--- config.mk ---
export PLATFORM = sky130hd
export DESIGN_NAME = channel_width_line_parser_top
export DESIGN_NICKNAME = d
export VERILOG_FILES = /design/src/sv/cwlp_pkg.sv /design/src/sv/channel_width_line_parser_top.sv
export SDC_FILE = /design/constraint.sdc
export NUM_CORES = 1
export LEC_CHECK = 0
export BUFFER_PORTS_ARGS = -buffer_cell sky130_fd_sc_hd__buf_2
export CORE_ASPECT_RATIO = 0.6
export CORE_MARGIN = 2
export CORE_UTILIZATION = 45
export DETAILED_ROUTE_END_ITERATION = 6
export PLACE_DENSITY_LB_ADDON = 0.08
export SLEW_MARGIN = 20
export SYNTH_ARGS = -nofsm -noshare
export SYNTH_HDL_FRONTEND = slang
export SYNTH_SLANG_ARGS = --single-unit
--- constraint.sdc ---
create_clock -name clk -period 3.7 [get_ports clk]
set_clock_uncertainty 0.15 [all_clocks]
set_input_delay 0.37 -clock clk [delete_from_list [all_inputs] [get_ports clk]]
set_output_delay 0.37 -clock clk [all_outputs]
set_load 0.02 [all_outputs]
--- src/sv/cwlp_pkg.sv ---
// Package for the channel width line parser.
// Holds payload structs, sizing constants, register indexes and character codes.
// No dependencies.
package cwlp_pkg;

  localparam int NUM_CHANNELS = 8;
  localparam int LINE_MAX     = 64;

  localparam int LINE_LEN_W = $clog2(LINE_MAX);
  localparam int CH_LIMIT   = (NUM_CHANNELS < 8) ? NUM_CHANNELS : 8;
  localparam int ACC_W      = 17;
  localparam int ACC_MAX    = 131071;
  localparam int FLEN_W     = 7;
  localparam int FLEN_MAX   = 127;
  localparam int WIDTH_MIN_LEN = 3;

  localparam int CFG_ADDR_W = 4;
  localparam int CFG_DATA_W = 32;

  localparam logic [1:0] REG_CHANNEL_MASK = 2'd0;
  localparam logic [1:0] REG_MIN_WIDTH    = 2'd1;
  localparam logic [1:0] REG_MAX_WIDTH    = 2'd2;

  localparam logic [7:0] CHAR_NUL   = 8'h00;
  localparam logic [7:0] CHAR_LF    = 8'h0A;
  localparam logic [7:0] CHAR_SPACE = 8'h20;
  localparam logic [7:0] CHAR_PLUS  = 8'h2B;
  localparam logic [7:0] CHAR_MINUS = 8'h2D;
  localparam logic [7:0] CHAR_ZERO  = 8'h30;
  localparam logic [7:0] CHAR_NINE  = 8'h39;

  localparam logic [15:0] MIN_WIDTH_RST = 16'd750;
  localparam logic [15:0] MAX_WIDTH_RST = 16'd2250;

  typedef enum logic [1:0] {
    PH_SKIP,
    PH_DIGITS,
    PH_DONE
  } conv_phase_t;

  typedef struct packed {
    logic [7:0]  rx_byte;
    logic [31:0] now_ms;
  } in_item_t;

  typedef struct packed {
    logic [2:0]  channel_index;
    logic [15:0] pulse_width;
    logic [31:0] stamp_ms;
  } out_item_t;

endpackage

--- src/sv/channel_width_line_parser_top.sv ---
// Channel width line parser top level: byte stream in, parsed channel/width items out.
// Depends on cwlp_pkg.
//
//  Channel | Handshake                 | Payload
//  in_     | in_valid / in_ready       | in_item  (rx_byte, now_ms)
//  out_    | out_valid / out_ready     | out_item (channel_index, pulse_width, stamp_ms)
//  cfg     | psel/penable/pwrite/pready| paddr, pwdata, prdata
//
// One byte is taken every cycle while in_ready is high; the parse state updates in the cycle the byte is taken.
// A result appears in the cycle after its newline is taken, held in a single output register.
// in_ready drops only while that register holds an item the sink has not taken.
// Reset (rst_n low, synchronous) clears the parse state and loads register defaults.
module channel_width_line_parser_top (
  input  logic                        clk,
  input  logic                        rst_n,
  input  logic                        in_valid,
  output logic                        in_ready,
  input  cwlp_pkg::in_item_t          in_item,
  output logic                        out_valid,
  input  logic                        out_ready,
  output cwlp_pkg::out_item_t         out_item,
  input  logic                        psel,
  input  logic                        penable,
  input  logic                        pwrite,
  input  logic [cwlp_pkg::CFG_ADDR_W-1:0] paddr,
  input  logic [cwlp_pkg::CFG_DATA_W-1:0] pwdata,
  output logic [cwlp_pkg::CFG_DATA_W-1:0] prdata,
  output logic                        pready
);
  import cwlp_pkg::*;

  logic [7:0]  mask_r;
  logic [15:0] min_width_r;
  logic [15:0] max_width_r;

  logic [LINE_LEN_W-1:0] line_length_r, line_length_nxt;
  logic                  too_long_r, too_long_nxt;
  logic                  in_width_r, in_width_nxt;
  logic [FLEN_W-1:0]     field_length_r, field_length_nxt;
  logic                  nul_seen_r, nul_seen_nxt;
  conv_phase_t           phase_r, phase_nxt;
  logic                  negative_r, negative_nxt;
  logic [ACC_W-1:0]      accum_r, accum_nxt;
  logic [ACC_W-1:0]      saved_ch_r, saved_ch_nxt;
  logic                  saved_ok_r, saved_ok_nxt;

  logic      out_valid_r, out_valid_nxt;
  out_item_t out_item_r, out_item_nxt;

  logic      in_acc;
  logic      cfg_wr;
  logic [7:0] b;
  logic       is_digit;
  logic       is_space;
  logic [3:0] digit;
  logic [ACC_W+3:0] acc_sum;
  logic [ACC_W-1:0] acc_sat;
  logic       line_ok;
  logic       emit;

  assign pready   = 1'b1;
  assign cfg_wr   = psel & penable & pwrite;
  assign in_ready = ~out_valid_r | out_ready;
  assign in_acc   = in_valid & in_ready;
  assign b        = in_item.rx_byte;

  always_ff @(posedge clk) begin
    if (!rst_n) begin
      mask_r      <= '0;
      min_width_r <= MIN_WIDTH_RST;
      max_width_r <= MAX_WIDTH_RST;
    end else if (cfg_wr) begin
      case (paddr[3:2])
        REG_CHANNEL_MASK: mask_r      <= pwdata[7:0];
        REG_MIN_WIDTH:    min_width_r <= pwdata[15:0];
        REG_MAX_WIDTH:    max_width_r <= pwdata[15:0];
        default: ;
      endcase
    end
  end

  always_comb begin
    case (paddr[3:2])
      REG_CHANNEL_MASK: prdata = {24'd0, mask_r};
      REG_MIN_WIDTH:    prdata = {16'd0, min_width_r};
      REG_MAX_WIDTH:    prdata = {16'd0, max_width_r};
      default:          prdata = '0;
    endcase
  end

  always_comb begin
    is_digit = (b >= CHAR_ZERO) && (b <= CHAR_NINE);
    is_space = ((b >= 8'd9) && (b <= 8'd13)) || (b == CHAR_SPACE);
    digit    = 4'(b - CHAR_ZERO);
    acc_sum  = ({4'd0, accum_r} << 3) + ({4'd0, accum_r} << 1) + {17'd0, digit};
    acc_sat  = (acc_sum > (ACC_W+4)'(ACC_MAX)) ? ACC_W'(ACC_MAX) : acc_sum[ACC_W-1:0];

    line_ok = ~too_long_r & in_width_r & saved_ok_r
            & (field_length_r >= FLEN_W'(WIDTH_MIN_LEN))
            & ~(negative_r & (accum_r != '0));
    emit = line_ok
         & (saved_ch_r < ACC_W'(CH_LIMIT))
         & mask_r[saved_ch_r[2:0]]
         & (accum_r >= {1'b0, min_width_r})
         & (accum_r <= {1'b0, max_width_r});

    line_length_nxt  = line_length_r;
    too_long_nxt     = too_long_r;
    in_width_nxt     = in_width_r;
    field_length_nxt = field_length_r;
    nul_seen_nxt     = nul_seen_r;
    phase_nxt        = phase_r;
    negative_nxt     = negative_r;
    accum_nxt        = accum_r;
    saved_ch_nxt     = saved_ch_r;
    saved_ok_nxt     = saved_ok_r;
    out_valid_nxt    = out_valid_r & ~out_ready;
    out_item_nxt     = out_item_r;

    if (in_acc) begin
      if (b == CHAR_LF) begin
        out_valid_nxt              = emit;
        out_item_nxt.channel_index = saved_ch_r[2:0];
        out_item_nxt.pulse_width   = accum_r[15:0];
        out_item_nxt.stamp_ms      = in_item.now_ms;
        line_length_nxt  = '0;
        too_long_nxt     = 1'b0;
        in_width_nxt     = 1'b0;
        saved_ch_nxt     = '0;
        saved_ok_nxt     = 1'b0;
        field_length_nxt = '0;
        nul_seen_nxt     = 1'b0;
        phase_nxt        = PH_SKIP;
        negative_nxt     = 1'b0;
        accum_nxt        = '0;
      end else if (!too_long_r) begin
        if (line_length_r == LINE_LEN_W'(LINE_MAX - 1)) begin
          too_long_nxt = 1'b1;
        end else begin
          line_length_nxt = line_length_r + 1'b1;
          if (!in_width_r && (b == CHAR_SPACE)) begin
            saved_ok_nxt     = (field_length_r != '0) & ~(negative_r & (accum_r != '0));
            saved_ch_nxt     = accum_r;
            in_width_nxt     = 1'b1;
            field_length_nxt = '0;
            nul_seen_nxt     = 1'b0;
            phase_nxt        = PH_SKIP;
            negative_nxt     = 1'b0;
            accum_nxt        = '0;
          end else begin
            if (!nul_seen_r) begin
              if (b == CHAR_NUL) begin
                nul_seen_nxt = 1'b1;
              end else if (field_length_r != FLEN_W'(FLEN_MAX)) begin
                field_length_nxt = field_length_r + 1'b1;
              end
            end
            case (phase_r)
              PH_SKIP: begin
                if (is_space) begin
                  phase_nxt = PH_SKIP;
                end else if ((b == CHAR_PLUS) || (b == CHAR_MINUS)) begin
                  negative_nxt = (b == CHAR_MINUS);
                  phase_nxt    = PH_DIGITS;
                end else if (is_digit) begin
                  accum_nxt = acc_sat;
                  phase_nxt = PH_DIGITS;
                end else begin
                  phase_nxt = PH_DONE;
                end
              end
              PH_DIGITS: begin
                if (is_digit) begin
                  accum_nxt = acc_sat;
                end else begin
                  phase_nxt = PH_DONE;
                end
              end
              default: phase_nxt = phase_r;
            endcase
          end
        end
      end
    end
  end

  always_ff @(posedge clk) begin
    if (!rst_n) begin
      line_length_r  <= '0;
      too_long_r     <= 1'b0;
      in_width_r     <= 1'b0;
      field_length_r <= '0;
      nul_seen_r     <= 1'b0;
      phase_r        <= PH_SKIP;
      negative_r     <= 1'b0;
      accum_r        <= '0;
      saved_ch_r     <= '0;
      saved_ok_r     <= 1'b0;
      out_valid_r    <= 1'b0;
    end else begin
      line_length_r  <= line_length_nxt;
      too_long_r     <= too_long_nxt;
      in_width_r     <= in_width_nxt;
      field_length_r <= field_length_nxt;
      nul_seen_r     <= nul_seen_nxt;
      phase_r        <= phase_nxt;
      negative_r     <= negative_nxt;
      accum_r        <= accum_nxt;
      saved_ch_r     <= saved_ch_nxt;
      saved_ok_r     <= saved_ok_nxt;
      out_valid_r    <= out_valid_nxt;
    end
  end

  always_ff @(posedge clk) begin
    out_item_r <= out_item_nxt;
  end

  assign out_valid = out_valid_r;
  assign out_item  = out_item_r;

endmodule

## After elaboration in Yosys (flattened, before gate mapping)

Index checks and enable logic that the tools add are counted.

- Logic and storage cells: 155
- Bits in registers: 146
- Output and inout bits: 86

- Eq/ne operators: 17
- Add/subtract/negate cells: 5
- Multiplexer cells: 61
- Reductions and logical operators: 26
- Order comparisons: 10
- Bitwise gates (word level): 19

Operators by type and width:

| cell | number |
|---|---|
| 2-to-1 mux 17 bit | 12 |
| 2-to-1 mux 7 bit | 7 |
| case mux 16 bit (3 select lines) | 1 |
| case mux 17 bit (2 select lines) | 1 |
| 2-to-1 mux 1 bit | 27 |
| equality test 8 x 6 -> 1 bit, second input constant | 3 |
| adder 20 x 18 -> 21 bit | 1 |
| adder 21 x 4 -> 21 bit | 1 |
| greater-than comparator 21 x 17 -> 1 bit, second input constant | 1 |
| 2-to-1 mux 6 bit | 3 |
| AND reduction 6 bit | 3 |
| greater-or-equal comparator 17 x 16 -> 1 bit | 1 |
| less-or-equal comparator 17 x 16 -> 1 bit | 1 |
| less-than comparator 17 x 4 -> 1 bit, second input constant | 1 |
| nonzero test 17 bit | 1 |
| 2-to-1 mux 2 bit | 8 |
| AND 1 bit | 14 |
| != test 4 bit, second input constant | 3 |
| nonzero test 3 bit | 3 |
| equality test 8 x 4 -> 1 bit, second input constant | 1 |
| greater-or-equal comparator 8 x 4 -> 1 bit, second input constant | 1 |
| greater-or-equal comparator 8 x 6 -> 1 bit, second input constant | 1 |
| less-or-equal comparator 8 x 4 -> 1 bit, second input constant | 1 |
| less-or-equal comparator 8 x 6 -> 1 bit, second input constant | 1 |
| other kinds (29) | 41 |

## Longest topological paths before layout

Gate-level depths: netlist of the first run.

- Word-level depth: 12
- Depth in mapped cells: 12
- Mapped depth without buffers: 11

## Least setup slack after synthesis of the first run

Ideal clock, no wire load.

- Path type: register to register
- From: register accum_r[0]
- To: register accum_r[10]
- Period minus slack after synthesis: 3,457 ps
- Setup slack: 243 ps
- Cell stages (with the launch flop): 13
- Arrival time: 3,173 ps
- Path buffers: 1
- Cells stage by stage: dfxtp_1 -> inv_1 -> fa_1 -> inv_1 -> fa_1 -> a211oi_1 -> o211ai_1 -> a41o_1 -> a221o_1 -> xnor2_1 -> nor4b_4 -> buf_6 -> a211oi_1

- Longest elaborated chain between the ends: 12

Ends and longest elaborated chain:

| element | RTL line | text |
|---|---|---|
| start, declared | channel_width_line_parser_top.sv:43 | `logic [ACC_W-1:0] accum_r, accum_nxt;` |
| start signal, assigned | channel_width_line_parser_top.sv:208 | `accum_r <= accum_nxt;` |
| adder 20 x 18 -> 21 bit * | channel_width_line_parser_top.sv:95 | `acc_sum = ({4'd0, accum_r} << 3) + ({4'd0, accum_r} << 1) + {17'd0, digit};` |
| adder 21 x 4 -> 21 bit * | channel_width_line_parser_top.sv:95 |  |
| greater-than comparator 21 x 17 -> 1 bit | channel_width_line_parser_top.sv:96 | `acc_sat = (acc_sum > (ACC_W+4)'(ACC_MAX)) ? ACC_W'(ACC_MAX) : acc_sum[ACC_W-1:0];` |
| 2-to-1 mux 17 bit * | channel_width_line_parser_top.sv:96 |  |
| 2-to-1 mux 17 bit * | channel_width_line_parser_top.sv:165, channel_width_line_parser_top.sv:173 |  |
| 2-to-1 mux 17 bit | channel_width_line_parser_top.sv:162 | `end else if ((b == CHAR_PLUS) \|\| (b == CHAR_MINUS)) begin` |
| 2-to-1 mux 17 bit | channel_width_line_parser_top.sv:160 | `if (is_space) begin` |
| case mux 17 bit (2 select lines) * | channel_width_line_parser_top.sv:158 | `case (phase_r)` |
| 2-to-1 mux 17 bit * | channel_width_line_parser_top.sv:141 | `if (!in_width_r && (b == CHAR_SPACE)) begin` |
| 2-to-1 mux 17 bit * | channel_width_line_parser_top.sv:137 | `if (line_length_r == LINE_LEN_W'(LINE_MAX - 1)) begin` |
| 2-to-1 mux 17 bit * | channel_width_line_parser_top.sv:136 | `end else if (!too_long_r) begin` |
| 2-to-1 mux 17 bit * | channel_width_line_parser_top.sv:121 | `if (b == CHAR_LF) begin` |

Every way passes the cells marked *; elsewhere a longest branch is shown, timed or not. The select of a mux whose other input is x is not followed.
A chain may end at the register's enable or synchronous reset.

## Worst setup path after layout of the first run

- From: register accum_r[0]
- To: register accum_r[7]

Same word-level chain as after synthesis.

==> impl_metrics.tcl, run 1 <==
set metrics [dict create \
    path_cells "inv_1 -> fa_1 -> inv_1 -> fa_1 -> a211oi_2 -> o211ai_1 -> a41o_1 -> a221o_1 -> xnor2_2 -> nor4b_4 -> buf_4 -> a211oi_1" \
    synthFlopType "dfxtp_1" \
    cts-root-buf "clkbuf_16" \
    cp-start-kind "flop" \
    drtIter0Drc 645 \
    worstHoldPathType "input port to flop" \
    swShare 0.237 \
    cts_inserted_buffers 17 \
    crit_type "flop to flop" \
    avgSynthCellArea_um2 9.72 \
    cp_slowest_stage_delay_ps 510 \
    status "completed" \
    critical_path.slowest_cell "fa_1" \
    final.setup.tns_ps 0 \
    slew_headroom 0.436 \
    cts_tree "done" \
    grt_pass1_wl_um 35500 \
    post_cts_buffers 0 \
    syn_to_final_growth_pct 25.7 \
    synth_area_leaders "dfxtp_1, edfxtp_1, ha_1" \
    synth_cell_types 63 \
    synth_area_leader_cell "dfxtp_1" \
    post-route-period-util 0.958 \
    gp_congestion 0.862 \
    grtUsageTotal 0.250 \
    synth_seq_cells 146 \
    drc 0 \
    dieArea_um2 18200 \
    io_pins 169 \
    cellPowerDensity_nw_per_um2 407 \
    drt-total-wl_um 22400 \
    first_pass_iters 7 \
    initial_utilization 0.467 \
    io_buffer_count 133 \
    cp-startpoint "accum_r[0]" \
    yosysWarnings 0 \
    vias_per_cell 5.58 \
    synth_edf_count 51 \
    htree_num_levels 4 \
    grt_antenna_before_repair 1 \
    fin_ws_ps 157 \
    dieWidth_um 173 \
    tightest_slew_ps 844 \
    worstHoldStart "pwdata[14]" \
    rsz0062_at_grt "false" \
    rr_worst_depth 12 \
    p_leak_nw 4.42 \
    via_count 6737 \
    core_um2 16400 \
    cp.required_ps 3830 \
    power.internal_mw 3.00 \
    grt_start_max_net_pins 49 \
    worstPathMaxFanout 9 \
    antenna_left 0 \
    fmax_ghz 0.282 \
    drive_gt1_frac 0.214 \
    cap_violations 0 \
    synth_top_cells_by_count "dfxtp_1, nand2_1, ha_1" \
    reg2reg_slack_ps 160 \
    dp_slack_ps -54.4 \
    p_switching_mw 0.930 \
    netlist.area_leader.share 0.248 \
    netlist_instances 790 \
    reg2reg_to "accum_r[7]" \
    hold_depth 3 \
    timing.hold.ws_ps 42.7 \
    cts.sinks 146 \
    grt.overflow.total 0 \
    endpoint_kind "flop" \
    synth.most_common_cell "dfxtp_1" \
    finalCriticalPeriod_ps 3540 \
    crit-reg2reg-launch "accum_r[0]" \
    final_nets 1118 \
    synth_area_um2 7680 \
    die_y_um 105 \
    power_frac_seq 0.429 \
    power_frac_clock 0.501 \
    grt_pass1_vias 6532 \
    synthArstFlopShare 0 \
    clkTransAtPathRegs_ps 70 \
    peakVddDrop_v 0.000285 \
    wire_per_inst_um 18.5 \
    drv_slew 0 \
    critPathArrivalTime_ps 3670 \
    whs_endpoint "max_width_r[14]" \
    core.rowCount 36 \
    setup-violations-final 0 \
    yosysSeqAreaShare 0.447 \
    finalHoldViolations 0 \
    dp_hpwl_um 16100 \
    clk_latency_ps 420 \
    power_frac_comb 0.069 \
    clock_path_buffers 2 \
]
==> layout make-up <==
class	instances	area (µm²)
fillers	1454	6790
clock inverters	15	246
flip-flops and latches	146	3430
inverters	51	191
well taps	228	285
multi-input cells	559	3880
repair buffers	190	1190
diodes	1	2.50
clock buffers	17	425
==> logic make-up after synthesis <==
group,count (synthesis),share of synthesized area
AOI/OAI and AO/OA,210,0.184
other,2,0.000978
DFF,146,0.447
adders and majority gates,70,0.116
xor gates and xnor gates,22,0.0251
buffers and inverters,100,0.0582
muxes,21,0.0308
and+or+nand+nor,219,0.138
==> state kept, by name, indices dropped and copies added (netlist names) <==
register,flops
min_width_r,16
phase_r,2
saved_ch_r,17
out_valid,1
saved_ok_r,1
in_width_r,1
out_item,51
too_long_r,1
accum_r,17
nul_seen_r,1
mask_r,8
field_length_r,7
negative_r,1
line_length_r,6
max_width_r,16
==> metal layers <==
metal | global-route usage | vias to the layer above | part of all wire
li1 | - | 3228 | -
met1 | 0.377 | 3265 | 0.50
met2 | 0.359 | 231 | 0.42
met3 | 0.0622 | 13 | 0.070
met4 | 0.0495 | 0 | 0.0073
met5 | 0 | - | 0
==> stage by stage <==
step	utilization	power [mW]	cells	instance area, µm²
finish	0.587	3.93	1207	9650
global placement	0.526	1.95	1142	8640
floorplan	-	1.88	805	7730
global route	0.587	4.06	1207	9650
detailed placement	0.526	1.96	1142	8640
CTS	0.586	3.95	1206	9630
==> worst max path at each step <==
stage                       end  depth (start not counted)
global route         accum_r[7]                         12
global placement    accum_r[10]                         13
finish               accum_r[7]                         12
CTS                  accum_r[7]                         12
detailed placement   accum_r[9]                         13
floorplan           accum_r[10]                         12
==> critical path: cells and delay by family (launching register included) <==
kind	cells	cell delay [ps]
buffers and inverters	3	400
adders and majority gates	2	1000
AOI/OAI and AO/OA	5	1120
DFF	1	350
xor gates and xnor gates	1	150
and+or+nand+nor	1	230
==> cells in the final DEF, fill, tap and decap left out, types with 17 or more instances in the layout <==
cell type,netlist,routed
a211oi_1,20,18
a21o_1,20,20
a21oi_1,65,65
a22o_1,24,24
buf_2,0,133
buf_4,17,24
clkbuf_16,0,17
conb_1,2,17
dfxtp_1,95,95
dlygate4sd3_1,0,32
edfxtp_1,51,51
ha_1,68,68
inv_1,51,50
mux2i_1,18,18
nand2_1,90,90
nand4_1,19,19
nor2_1,47,47
o211ai_1,18,18
o21ai_0,27,27
xor2_1,17,17
==> power groups by stage <==
| stage | clock network (mW) | logic (mW) | registers, mW |
|---|---|---|---|
| floorplan | 0 | 0.156 | 1.72 |
| global placement | 0 | 0.231 | 1.72 |
| detailed placement | 0 | 0.239 | 1.72 |
| CTS | 1.99 | 0.267 | 1.69 |
| global route | 2.08 | 0.299 | 1.69 |
| finish | 1.97 | 0.273 | 1.69 |
==> timing repair <==
item,in CTS,in global routing
hold buffers,32,0
endpoints found under the setup margin,0,17
hold endpoints to repair,32,0
resized for setup,0,4
No activity file was read; power rests on OpenSTA's default activity.
==> run 2, diff against run 1 <==
CORE_UTILIZATION = 40   (was 45)
CTS_CLUSTER_SIZE = 12   (was not set)
==> impl_metrics.tcl, run 2 (synthesis gave the netlist of run 1 again) <==
set metrics [dict create \
    status "completed" \
    via_count 6693 \
    io_buffer_count 133 \
    dp_hpwl_um 16400 \
    clkTransAtPathRegs_ps 70 \
    clock_path_buffers 2 \
    seq_area_um2 3430 \
    p_leak_nw 4.42 \
    vias_per_cell 5.44 \
    initial_utilization 0.406 \
    slew_headroom 0.424 \
    final.setup.tns_ps 0 \
    drt-total-wl_um 22500 \
    tightest_slew_ps 861 \
    grt_start_max_net_pins 49 \
    drive_gt1_frac 0.223 \
    setup-violations-final 0 \
    cp-start-kind "flop" \
    cap_violations 0 \
    worstPathMaxFanout 9 \
    final_nets 1124 \
    cp-startpoint "accum_r[12]" \
    cellPowerDensity_nw_per_um2 383 \
    dieArea_um2 20400 \
    placed_cell_area_um2 8710 \
    fillers 1753 \
    grt_pass1_wl_um 35200 \
    power_frac_comb 0.074 \
    first_pass_iters 5 \
    io_pins 169 \
    power_frac_clock 0.471 \
    crit_type "flop to flop" \
    swShare 0.260 \
    finalCriticalPeriod_ps 3560 \
    multi_input_area_um2 3890 \
    gp_congestion 0.886 \
    drv_slew 0 \
    cts-root-buf "clkbuf_16" \
    drc 0 \
    finalPower_mw 3.71 \
    mostFrequentLayoutCells "buf_2, dfxtp_1, nand2_1, ha_1, a21oi_1" \
    hold_depth 3 \
    final_util 0.511 \
    cts_tree "done" \
    power_frac_seq 0.455 \
    largest_reg_flops 51 \
    power.internal_mw 2.74 \
    grt.overflow.total 0 \
    fmax_ghz 0.281 \
    endpoint_kind "flop" \
    p_switching_mw 0.966 \
    final_common_cell "buf_2" \
    drtIter0Drc 511 \
    peakVddDrop_v 0.000337 \
    critPathArrivalTime_ps 3700 \
    crit-reg2reg-launch "accum_r[12]" \
    worstHoldPathType "input port to flop" \
    syn_to_final_growth_pct 26.1 \
    finalHoldViolations 0 \
    worstHoldStart "pwdata[13]" \
    grt_antenna_before_repair 0 \
    post-route-period-util 0.963 \
    grtUsageTotal 0.223 \
    rr_worst_depth 11 \
    die_y_um 111 \
    antenna_left 0 \
    timing.hold.ws_ps 27.8 \
    design_area_um2 9680 \
    diodes 0 \
    cts.sinks 146 \
    cp.required_ps 3840 \
    wire_per_inst_um 18.3 \
    htree_num_levels 4 \
    clk_latency_ps 430 \
    cts_inserted_buffers 17 \
    grt_pass1_vias 6399 \
    core_um2 18900 \
    core.rowCount 39 \
    dieWidth_um 183 \
]
-- run 2: cell type report --
cell class	instances	share of cell area
clock buffer	17	0.0439
tap	246	0.0318
sequential	146	0.355
multi-input combinational	559	0.402
clock inverter	15	0.0176
timing repair buffer	196	0.130
inverter	51	0.0198
-- run 2: worst max-delay path, cell delays in order, from the launching register on --
cell and delay (ps):
dfxtp_1 640, ha_1 340, ha_1 420, a21oi_1 210
o21ai_0 230, o21bai_1 230, a221o_1 400, xnor2_2 160
nor4b_4 240, buf_4 180, clkbuf_16 160, a211oi_1 60
-- run 2: metal layers --
metal	up-vias	share of wire	global-route usage
met5	-	0	0
met4	0	0.0091	0.0496
met3	18	0.061	0.0404
met2	210	0.41	0.312
met1	3232	0.52	0.352
li1	3233	-	-
-- run 2: path summary, 6_finish.rpt --
check,end,slack [ps]
max,accum_r[3],140
min,min_width_r[13],30
max reg2reg,accum_r[3],140
min reg2reg,saved_ok_r,290
-- run 2: metrics by stage --
| stage | std cells | worst slack (ps) |
|---|---|---|
| after floorplan | 805 | 243 |
| after global placement | 1164 | -50.2 |
| after detailed placement | 1164 | -16.6 |
| after CTS | 1228 | 119 |
| after global routing | 1230 | -13.2 |
| final | 1230 | 138 |
-- run 2: power by group through the flow --
stage | combinational (mW) | sequential (mW) | clock [mW]
global route | 0.302 | 1.69 | 1.84
finish | 0.275 | 1.69 | 1.75
CTS | 0.270 | 1.69 | 1.78
detailed placement | 0.242 | 1.72 | 0
floorplan | 0.156 | 1.72 | 0
global placement | 0.235 | 1.72 | 0
-- run 2: what timing repair did --
item	in CTS	in global routing
hold endpoints to repair	32	0
gates resized for setup	0	8
setup endpoints to repair	0	17
setup buffers	0	1
hold buffers	32	0
